## src/psched_pkg.sv

```systemverilog
// ----------------------------------------------------------------------------
// Priority slot scheduler package
// Widths, command and slot state codes, controller/datapath interface types.
// ----------------------------------------------------------------------------
package psched_pkg;

    localparam int SLOTS = 16;
    localparam int IDX_W = (SLOTS > 1) ? $clog2(SLOTS) : 1;
    localparam int CNT_W = $clog2(SLOTS + 1);

    localparam int ID_W  = 22;
    localparam int CMD_W = 3;
    localparam int PRI_W = 4;
    localparam int ST_W  = 3;
    localparam int CFG_W = 5;

    localparam logic [CFG_W-1:0] MAX_RUN_RESET = 5'd3;

    // Commands
    localparam logic [CMD_W-1:0] CMD_RUN    = 3'd0;
    localparam logic [CMD_W-1:0] CMD_KILL   = 3'd1;
    localparam logic [CMD_W-1:0] CMD_STOP   = 3'd2;
    localparam logic [CMD_W-1:0] CMD_RESUME = 3'd3;
    localparam logic [CMD_W-1:0] CMD_EXITED = 3'd4;
    localparam logic [CMD_W-1:0] CMD_QUERY  = 3'd5;

    // Slot states
    localparam logic [ST_W-1:0] SLOT_RUNNING    = 3'd0;
    localparam logic [ST_W-1:0] SLOT_READY      = 3'd1;
    localparam logic [ST_W-1:0] SLOT_STOPPED    = 3'd2;
    localparam logic [ST_W-1:0] SLOT_TERMINATED = 3'd3;
    localparam logic [ST_W-1:0] SLOT_UNUSED     = 3'd4;

    // Controller to datapath
    typedef struct packed {
        logic capture;   // latch command, clear scan accumulators
        logic scan1;     // pre-command scan step
        logic apply;     // update slots for the command
        logic scan2;     // post-command scan step
        logic promote;   // promote the first ready slot if room
        logic load_out;  // move result into the output register
    } ctrl_cmd_t;

    // Datapath to controller
    typedef struct packed {
        logic scan_last;
        logic out_free;
    } dp_status_t;

endpackage

```

## src/psched_ctrl.sv

```systemverilog
// ----------------------------------------------------------------------------
// Priority slot scheduler controller
// Sequences accept, two slot scans, update, promotion and result hand-off.
// ----------------------------------------------------------------------------
module psched_ctrl
    import psched_pkg::*;
(
    input  logic       aclk,
    input  logic       aresetn,
    input  logic       s_valid,
    output logic       s_ready,
    input  dp_status_t dp_status,
    output ctrl_cmd_t  ctrl_cmd
);

    localparam logic [2:0] S_IDLE  = 3'd0;
    localparam logic [2:0] S_SCAN1 = 3'd1;
    localparam logic [2:0] S_APPLY = 3'd2;
    localparam logic [2:0] S_SCAN2 = 3'd3;
    localparam logic [2:0] S_PROMO = 3'd4;
    localparam logic [2:0] S_DONE  = 3'd5;

    logic [2:0] state_reg;
    logic [2:0] state_next;

    always_ff @(posedge aclk) begin
        if (!aresetn) begin
            state_reg <= S_IDLE;
        end else begin
            state_reg <= state_next;
        end
    end

    always_comb begin
        state_next = state_reg;
        ctrl_cmd   = '0;
        s_ready    = 1'b0;
        case (state_reg)
            S_IDLE: begin
                // hold off the input while reset is applied
                s_ready = aresetn;
                if (s_valid && aresetn) begin
                    ctrl_cmd.capture = 1'b1;
                    state_next       = S_SCAN1;
                end
            end
            S_SCAN1: begin
                ctrl_cmd.scan1 = 1'b1;
                if (dp_status.scan_last) begin
                    state_next = S_APPLY;
                end
            end
            S_APPLY: begin
                ctrl_cmd.apply = 1'b1;
                state_next     = S_SCAN2;
            end
            S_SCAN2: begin
                ctrl_cmd.scan2 = 1'b1;
                if (dp_status.scan_last) begin
                    state_next = S_PROMO;
                end
            end
            S_PROMO: begin
                ctrl_cmd.promote = 1'b1;
                state_next       = S_DONE;
            end
            S_DONE: begin
                // hold until the output register can take the result
                if (dp_status.out_free) begin
                    ctrl_cmd.load_out = 1'b1;
                    state_next        = S_IDLE;
                end
            end
            default: begin
                state_next = S_IDLE;
            end
        endcase
    end

endmodule

```

## src/psched_dp.sv

```systemverilog
// ----------------------------------------------------------------------------
// Priority slot scheduler datapath
// Slot table, scan accumulators, command update, result and output registers.
// ----------------------------------------------------------------------------
module psched_dp
    import psched_pkg::*;
(
    input  logic             aclk,
    input  logic             aresetn,
    input  ctrl_cmd_t        ctrl_cmd,
    output dp_status_t       dp_status,
    input  logic             cfg_we,
    input  logic [CFG_W-1:0] cfg_wdata,
    input  logic [CMD_W-1:0] s_command,
    input  logic [ID_W-1:0]  s_task_id,
    input  logic [PRI_W-1:0] s_priority_req,
    output logic             m_valid,
    input  logic             m_ready,
    output logic             m_status,
    output logic             m_pause_valid,
    output logic [ID_W-1:0]  m_pause_id,
    output logic             m_continue_valid,
    output logic [ID_W-1:0]  m_continue_id,
    output logic             m_promote_valid,
    output logic [ID_W-1:0]  m_promote_id,
    output logic [ID_W-1:0]  m_query_id,
    output logic [ST_W-1:0]  m_query_state
);

    // slot table
    logic [ID_W-1:0]  slot_id_reg [SLOTS];
    logic [ST_W-1:0]  slot_st_reg [SLOTS];
    logic [CFG_W-1:0] max_run_reg;
    logic             out_valid_reg;

    // latched command
    logic [CMD_W-1:0] cmd_reg;
    logic [ID_W-1:0]  id_reg;
    logic [PRI_W-1:0] pr_reg;

    // scan state
    logic [IDX_W-1:0] idx_reg;
    logic [CNT_W-1:0] cnt_reg;
    logic             hit_reg;
    logic [IDX_W-1:0] hit_idx_reg;
    logic             hi_run_valid_reg;
    logic [IDX_W-1:0] hi_run_idx_reg;
    logic [ID_W-1:0]  hi_run_id_reg;
    logic             rdy_found_reg;
    logic [IDX_W-1:0] rdy_idx_reg;
    logic [ID_W-1:0]  rdy_id_reg;

    // result
    logic             status_reg;
    logic             pv_reg;
    logic [ID_W-1:0]  pid_reg;
    logic             cv_reg;
    logic [ID_W-1:0]  cid_reg;
    logic             mv_reg;
    logic [ID_W-1:0]  mid_reg;
    logic [ID_W-1:0]  qid_reg;
    logic [ST_W-1:0]  qst_reg;

    // output register
    logic             o_status_reg;
    logic             o_pv_reg;
    logic [ID_W-1:0]  o_pid_reg;
    logic             o_cv_reg;
    logic [ID_W-1:0]  o_cid_reg;
    logic             o_mv_reg;
    logic [ID_W-1:0]  o_mid_reg;
    logic [ID_W-1:0]  o_qid_reg;
    logic [ST_W-1:0]  o_qst_reg;

    logic [ID_W-1:0]  rd_id;
    logic [ST_W-1:0]  rd_st;
    logic             scan_last;
    logic [IDX_W-1:0] tgt_idx;
    logic             run_ok;
    logic             victim_ok;
    logic             can_run;

    // single read port at the scan index
    assign rd_id = slot_id_reg[idx_reg];
    assign rd_st = slot_st_reg[idx_reg];

    assign scan_last = (idx_reg == IDX_W'(SLOTS - 1));
    assign tgt_idx   = (cmd_reg == CMD_RUN) ? IDX_W'(pr_reg) : hit_idx_reg;
    assign run_ok    = (id_reg != '0) && (32'(pr_reg) < SLOTS);
    // highest running slot beyond the target is the preemption victim
    assign victim_ok = hi_run_valid_reg && (hi_run_idx_reg > tgt_idx);
    assign can_run   = (32'(cnt_reg) < 32'(max_run_reg));

    assign dp_status.scan_last = scan_last;
    assign dp_status.out_free  = !out_valid_reg || m_ready;

    // slot table, limit and output valid
    always_ff @(posedge aclk) begin
        if (!aresetn) begin
            for (int i = 0; i < SLOTS; i++) begin
                slot_id_reg[i] <= '0;
                slot_st_reg[i] <= SLOT_UNUSED;
            end
            max_run_reg   <= MAX_RUN_RESET;
            out_valid_reg <= 1'b0;
        end else begin
            if (cfg_we) begin
                max_run_reg <= cfg_wdata;
            end
            if (ctrl_cmd.load_out) begin
                out_valid_reg <= 1'b1;
            end else if (m_ready) begin
                out_valid_reg <= 1'b0;
            end
            if (ctrl_cmd.apply) begin
                case (cmd_reg)
                    CMD_RUN: begin
                        if (run_ok) begin
                            slot_id_reg[tgt_idx] <= id_reg;
                            if (can_run) begin
                                slot_st_reg[tgt_idx] <= SLOT_RUNNING;
                            end else if (!victim_ok) begin
                                slot_st_reg[tgt_idx] <= SLOT_READY;
                            end else begin
                                slot_st_reg[hi_run_idx_reg] <= SLOT_READY;
                                slot_st_reg[tgt_idx]        <= SLOT_RUNNING;
                            end
                        end
                    end
                    CMD_KILL, CMD_EXITED: begin
                        if (hit_reg) begin
                            slot_st_reg[tgt_idx] <= SLOT_TERMINATED;
                        end
                    end
                    CMD_STOP: begin
                        if (hit_reg) begin
                            slot_st_reg[tgt_idx] <= SLOT_STOPPED;
                        end
                    end
                    CMD_RESUME: begin
                        if (hit_reg) begin
                            if (can_run) begin
                                slot_st_reg[tgt_idx] <= SLOT_RUNNING;
                            end else if (victim_ok) begin
                                slot_st_reg[hi_run_idx_reg] <= SLOT_READY;
                                slot_st_reg[tgt_idx]        <= SLOT_RUNNING;
                            end else begin
                                slot_st_reg[tgt_idx] <= SLOT_READY;
                            end
                        end
                    end
                    default: begin
                    end
                endcase
            end
            if (ctrl_cmd.promote && rdy_found_reg && can_run) begin
                slot_st_reg[rdy_idx_reg] <= SLOT_RUNNING;
            end
        end
    end

    // command, scan accumulators and result fields
    always_ff @(posedge aclk) begin
        if (ctrl_cmd.capture) begin
            cmd_reg          <= s_command;
            id_reg           <= s_task_id;
            pr_reg           <= s_priority_req;
            idx_reg          <= '0;
            cnt_reg          <= '0;
            hit_reg          <= 1'b0;
            hi_run_valid_reg <= 1'b0;
            status_reg       <= 1'b0;
            pv_reg           <= 1'b0;
            pid_reg          <= '0;
            cv_reg           <= 1'b0;
            cid_reg          <= '0;
            mv_reg           <= 1'b0;
            mid_reg          <= '0;
            qid_reg          <= '0;
            qst_reg          <= SLOT_UNUSED;
        end
        if (ctrl_cmd.scan1) begin
            idx_reg <= scan_last ? '0 : idx_reg + IDX_W'(1);
            if (rd_st == SLOT_RUNNING) begin
                cnt_reg          <= cnt_reg + CNT_W'(1);
                hi_run_valid_reg <= 1'b1;
                hi_run_idx_reg   <= idx_reg;
                hi_run_id_reg    <= rd_id;
            end
            if (!hit_reg && (id_reg != '0) && (rd_id == id_reg)) begin
                hit_reg     <= 1'b1;
                hit_idx_reg <= idx_reg;
            end
            if ((cmd_reg == CMD_QUERY) && (32'(idx_reg) == 32'(pr_reg))) begin
                qid_reg <= rd_id;
                qst_reg <= rd_st;
            end
        end
        if (ctrl_cmd.apply) begin
            idx_reg       <= '0;
            cnt_reg       <= '0;
            rdy_found_reg <= 1'b0;
            case (cmd_reg)
                CMD_RUN: begin
                    if (!run_ok) begin
                        status_reg <= 1'b1;
                    end else if (!can_run) begin
                        pv_reg  <= 1'b1;
                        pid_reg <= victim_ok ? hi_run_id_reg : id_reg;
                    end
                end
                CMD_KILL, CMD_EXITED: begin
                    status_reg <= !hit_reg;
                end
                CMD_STOP: begin
                    status_reg <= !hit_reg;
                    if (hit_reg) begin
                        pv_reg  <= 1'b1;
                        pid_reg <= id_reg;
                    end
                end
                CMD_RESUME: begin
                    status_reg <= !hit_reg;
                    if (hit_reg && (can_run || victim_ok)) begin
                        cv_reg  <= 1'b1;
                        cid_reg <= id_reg;
                    end
                    if (hit_reg && !can_run && victim_ok) begin
                        pv_reg  <= 1'b1;
                        pid_reg <= hi_run_id_reg;
                    end
                end
                default: begin
                end
            endcase
        end
        if (ctrl_cmd.scan2) begin
            idx_reg <= scan_last ? '0 : idx_reg + IDX_W'(1);
            if (rd_st == SLOT_RUNNING) begin
                cnt_reg <= cnt_reg + CNT_W'(1);
            end
            if (!rdy_found_reg && (rd_st == SLOT_READY)) begin
                rdy_found_reg <= 1'b1;
                rdy_idx_reg   <= idx_reg;
                rdy_id_reg    <= rd_id;
            end
        end
        if (ctrl_cmd.promote && rdy_found_reg && can_run) begin
            mv_reg  <= 1'b1;
            mid_reg <= rdy_id_reg;
        end
        if (ctrl_cmd.load_out) begin
            o_status_reg <= status_reg;
            o_pv_reg     <= pv_reg;
            o_pid_reg    <= pid_reg;
            o_cv_reg     <= cv_reg;
            o_cid_reg    <= cid_reg;
            o_mv_reg     <= mv_reg;
            o_mid_reg    <= mid_reg;
            o_qid_reg    <= qid_reg;
            o_qst_reg    <= qst_reg;
        end
    end

    assign m_valid          = out_valid_reg;
    assign m_status         = o_status_reg;
    assign m_pause_valid    = o_pv_reg;
    assign m_pause_id       = o_pid_reg;
    assign m_continue_valid = o_cv_reg;
    assign m_continue_id    = o_cid_reg;
    assign m_promote_valid  = o_mv_reg;
    assign m_promote_id     = o_mid_reg;
    assign m_query_id       = o_qid_reg;
    assign m_query_state    = o_qst_reg;

endmodule

```

## src/priority_slot_scheduler.sv

```systemverilog
// ----------------------------------------------------------------------------
// Priority slot scheduler
// Task slot table by priority with admission, preemption and promotion.
// ----------------------------------------------------------------------------
// One command is taken at a time and gives exactly one result item. The
// command is latched at the edge that accepts it. It then goes through a
// scan of the slot table that counts running tasks and finds the addressed
// task and the preemption victim, an update of the table, a second scan
// that counts again and finds the first ready slot, promotion, and the load
// of the output register, after which its result appears on m_valid. The
// table has one read port, so each scan visits one slot per cycle. The result
// waits in its own register and s_ready rises again in the cycle after the
// load, so a new command is accepted only once the previous one is done; a
// command that finishes while the previous result is still unread holds until
// m_ready. s_ready stays low while aresetn is low. max_running is written
// through cfg_we/cfg_wdata; the user must write it only while the block is
// idle, as the block itself does not enforce this.
// ----------------------------------------------------------------------------
module priority_slot_scheduler
    import psched_pkg::*;
(
    input  logic             aclk,
    input  logic             aresetn,
    // configuration
    input  logic             cfg_we,
    input  logic [CFG_W-1:0] cfg_wdata,
    // command channel
    input  logic             s_valid,
    output logic             s_ready,
    input  logic [CMD_W-1:0] s_command,
    input  logic [ID_W-1:0]  s_task_id,
    input  logic [PRI_W-1:0] s_priority_req,
    // result channel
    output logic             m_valid,
    input  logic             m_ready,
    output logic             m_status,
    output logic             m_pause_valid,
    output logic [ID_W-1:0]  m_pause_id,
    output logic             m_continue_valid,
    output logic [ID_W-1:0]  m_continue_id,
    output logic             m_promote_valid,
    output logic [ID_W-1:0]  m_promote_id,
    output logic [ID_W-1:0]  m_query_id,
    output logic [ST_W-1:0]  m_query_state
);

    ctrl_cmd_t  ctrl_cmd;
    dp_status_t dp_status;

    // Sequencer: idle, scan, update, scan, promote, hand off.
    psched_ctrl u_ctrl (
        .aclk      (aclk),
        .aresetn   (aresetn),
        .s_valid   (s_valid),
        .s_ready   (s_ready),
        .dp_status (dp_status),
        .ctrl_cmd  (ctrl_cmd)
    );

    // Slot table, scan accumulators and the output register.
    psched_dp u_dp (
        .aclk             (aclk),
        .aresetn          (aresetn),
        .ctrl_cmd         (ctrl_cmd),
        .dp_status        (dp_status),
        .cfg_we           (cfg_we),
        .cfg_wdata        (cfg_wdata),
        .s_command        (s_command),
        .s_task_id        (s_task_id),
        .s_priority_req   (s_priority_req),
        .m_valid          (m_valid),
        .m_ready          (m_ready),
        .m_status         (m_status),
        .m_pause_valid    (m_pause_valid),
        .m_pause_id       (m_pause_id),
        .m_continue_valid (m_continue_valid),
        .m_continue_id    (m_continue_id),
        .m_promote_valid  (m_promote_valid),
        .m_promote_id     (m_promote_id),
        .m_query_id       (m_query_id),
        .m_query_state    (m_query_state)
    );

endmodule

```

## config.mk

```make
export PLATFORM = sky130hd
export DESIGN_NAME = priority_slot_scheduler
export DESIGN_NICKNAME = d
export VERILOG_FILES = /design/src/psched_pkg.sv /design/src/psched_ctrl.sv /design/src/psched_dp.sv /design/src/priority_slot_scheduler.sv
export SDC_FILE = /design/constraint.sdc
export NUM_CORES = 1
export LEC_CHECK = 0
export BUFFER_PORTS_ARGS = -buffer_cell sky130_fd_sc_hd__buf_4
export CORE_MARGIN = 2
export CORE_UTILIZATION = 60
export CTS_CLUSTER_DIAMETER = 150
export DETAILED_ROUTE_END_ITERATION = 12
export PLACE_DENSITY = 0.78
export REMOVE_ABC_BUFFERS = 1
export SYNTH_ARGS = -nofsm -noshare
export SYNTH_HDL_FRONTEND = slang
export SYNTH_SLANG_ARGS = --single-unit
```

## constraint.sdc

```tcl
create_clock -name aclk -period 7.85 [get_ports aclk]
set_input_delay 0 -clock aclk [delete_from_list [all_inputs] [get_ports aclk]]
set_output_delay 0 -clock aclk [all_outputs]
set_load 0.01 [all_outputs]
```

==> results.yml <==
status:
  status: "complete, no violations"
finish:
  antenna_cells: 0
  drive_above_1_share_pct: 16.0
  largest_reg_flops: 352
  nets: 2461
  stdcell_count: 3151
  layout_common_cells: "edfxtp_1, nor3_1, buf_4"
  num-fill-cells: 3432
  mostFrequentLayoutCell: "edfxtp_1"
  syn2layout_area_growth_pct: 13.3
  final_util_pct: 68.5
clock_tree:
  insertion_delay_ps: 630
  htreeDepth: 3
  cts_buffers: 72
  clock-sinks: 700
  cts.path.max_buffers: 3
  cts_tree: "done"
  cts_resized: 0
  cts_root_buffer: "clkbuf_16"
  clk_pin_slew_worst_paths_ps: 60
floorplanning:
  start_util_pct: 60.5
  die_w_um: 231
  rows: 83
  ios: 136
  fp.dieH_um: 231
  core_mm2: 0.0511
  dieArea_mm2: 0.0534
sta:
  max_freq_mhz: 185
  maxSlewHeadroom_pct: 13.7
  setup_violations: 0
  holdWs_ps: 99.3
  worst_pin_slew_ps: 1290
  fin_setup_tns_ps: 0
  slew_viol_final: 0
  period_needed_ps: 5410
  skew_ps: 32.3
  finalCritPeriodShare_pct: 68.9
  hold_viol_final: 0
  rsz0062_at_grt: "false"
setup_path:
  crit_required_ps: 8370
  worst_ep_arrival_time_ps: 5930
  rr_startpoint: "u_dp.cmd_reg[2]"
  r2r_cells: 9
  endpoint_kind: "register"
  r2r-end: "u_dp.cid_reg[16]"
  worst_setup_path_start_kind: "register"
  rrSetupSlack_ps: 2440
  critical_path_class: "register to register"
  crit_path_max_fanout: 47
route:
  drt_iter0_markers: 2757
  antenna_left: 0
  firstDrtPassIters: 8
  wl_mm: 84.4
  wl_per_cell_um: 26.8
  dr_total_vias: 21404
  route.detailed.drc: 0
  viasPerCell: 6.79
grt:
  grt_pass1_wl_mm: 127
  grt_max_degree: 93
  track_usage_pct: 31.7
  antenna_found_initial: 2
  grt_pass1_vias: 21127
  grt.overflow.total: 0
synthesis:
  synth_simple_gate_area_share_pct: 14.0
  synth.top_cell.area_share_pct: 54.2
  synthArstFlopShare_pct: 0
  synth-adder-area-share_pct: 0.356
  synth_xor_area_share_pct: 0.963
  synthTopCellsByArea: "edfxtp_1, dfxtp_1, nor3_1"
  synth_area_mm2: 0.0309
  synth_compound_area_share_pct: 6.66
  yosysSeqAreaShare_pct: 63.4
  synth_top_family_by_area: "simple AND/OR/NAND/NOR gates"
  synth-seq-cells: 700
  muxShareOfSynthArea_pct: 10.8
  synthFlopType: "edfxtp_1"
  syn_inst: 2345
  synth_top_cell_by_area: "edfxtp_1"
  yosys_warnings: 0
  synth_edf_count: 558
  synthDistinctLibCells: 83
  synth.avg_cell_area_um2: 13.2
placement:
  gp_congestion: 0.874
  dpl.hpwl_mm: 48.8
  port_buffers: 135
  place_inst: 2977
hold_path:
  whs_path_depth: 2
  hold_end: "u_dp.id_reg[11]"
  min_from: "s_task_id[11]"
  hold_path_class: "input pin to register"
run:
  drv_cap: 0
pwr:
  power_density_mw_per_mm2: 242
  total_power_mw: 8.48
  leakage_nw: 12.0
  vdd_drop_max_mv: 0.172
-- cell families (layout without fill, tap and decap cells) --
logic type	after synthesis	after routing
buffers and inverters	260	386
AOI/OAI and AO/OA	278	278
xor gates and xnor gates	34	34
adders and majority gates	9	9
muxes	209	209
DFF	700	700
and+or+nand+nor	855	855
-- cells in the mapped netlist, types with 26 or more instances --
master / instances
nand2_1: 119
mux4_1: 26
dfxtp_1: 142
o21ai_0: 54
a21oi_1: 27
nor4_1: 27
mux4_2: 64
mux2i_1: 108
and2_1: 49
nor3_1: 389
xnor2_1: 27
a211oi_1: 28
clkbuf_1: 164
nand3_1: 45
edfxtp_1: 558
and3_1: 31
nor2_1: 112
-- worst max-delay path by stage --
| stage | start | endpoint | depth (start not counted) |
|---|---|---|---|
| after floorplan | register | u_dp.cnt_reg[2] | 6 |
| after global placement | u_dp.cmd_reg[2] | u_dp.cid_reg[9] | 9 |
| after detailed placement | u_dp.cmd_reg[2] | u_dp.cid_reg[20] | 9 |
| after CTS | u_dp.cmd_reg[2] | u_dp.cid_reg[16] | 9 |
| after global routing | u_dp.cmd_reg[2] | u_dp.cid_reg[5] | 9 |
| final | u_dp.cmd_reg[2] | u_dp.cid_reg[16] | 9 |
-- critical path, cell delays in order, from the launching register on --
cell and delay (ps):
edfxtp_1 610, or3_1 600, mux2i_1 510, inv_1 270, ha_1 250, maj3_1 360
o21a_2 510, nor2_2 1040, o2111ai_4 730, mux2i_1 420
-- metrics by stage --
stage | cell area [um^2] | worst slack, ps
2_1_floorplan | 29900 | 1600
3_3_place_gp | 32300 | 2780
3_5_place_dp | 32300 | 2600
4_1_cts | 35000 | 2510
5_1_grt | 35000 | 2210
6_report | 35000 | 2440
-- area by class of cell --
cell class,count,area (um^2),share of cell area [%]
clock buffer,100,1970,5.62
timing repair buffer,209,1690,4.82
multi-input combinational,1385,10400,29.7
tap,680,851,2.43
sequential,700,19600,56.0
inverter,46,173,0.493
clock inverter,31,334,0.954
-- where the power goes --
group | internal [mW] | switching, mW | total, mW
sequential | 4.11 | 0.104 | 4.22
combinational | 0.329 | 0.560 | 0.889
clock | 1.93 | 1.45 | 3.38
total | 6.37 | 2.11 | 8.48
-- what timing repair did --
action                    CTS  global route
setup buffers               0             0
hold endpoints to repair   37             0
hold buffers               43             0
-- per-layer routing --
metal | wire length [um] | vias to the layer above | GRT usage (%)
li1 | - | 9189 | -
met1 | 31100 | 10504 | 42.3
met2 | 40600 | 1475 | 51.4
met3 | 9520 | 234 | 6.32
met4 | 3140 | 2 | 13.1
met5 | 10 | - | 0
Power figures use the tool's default switching activity.
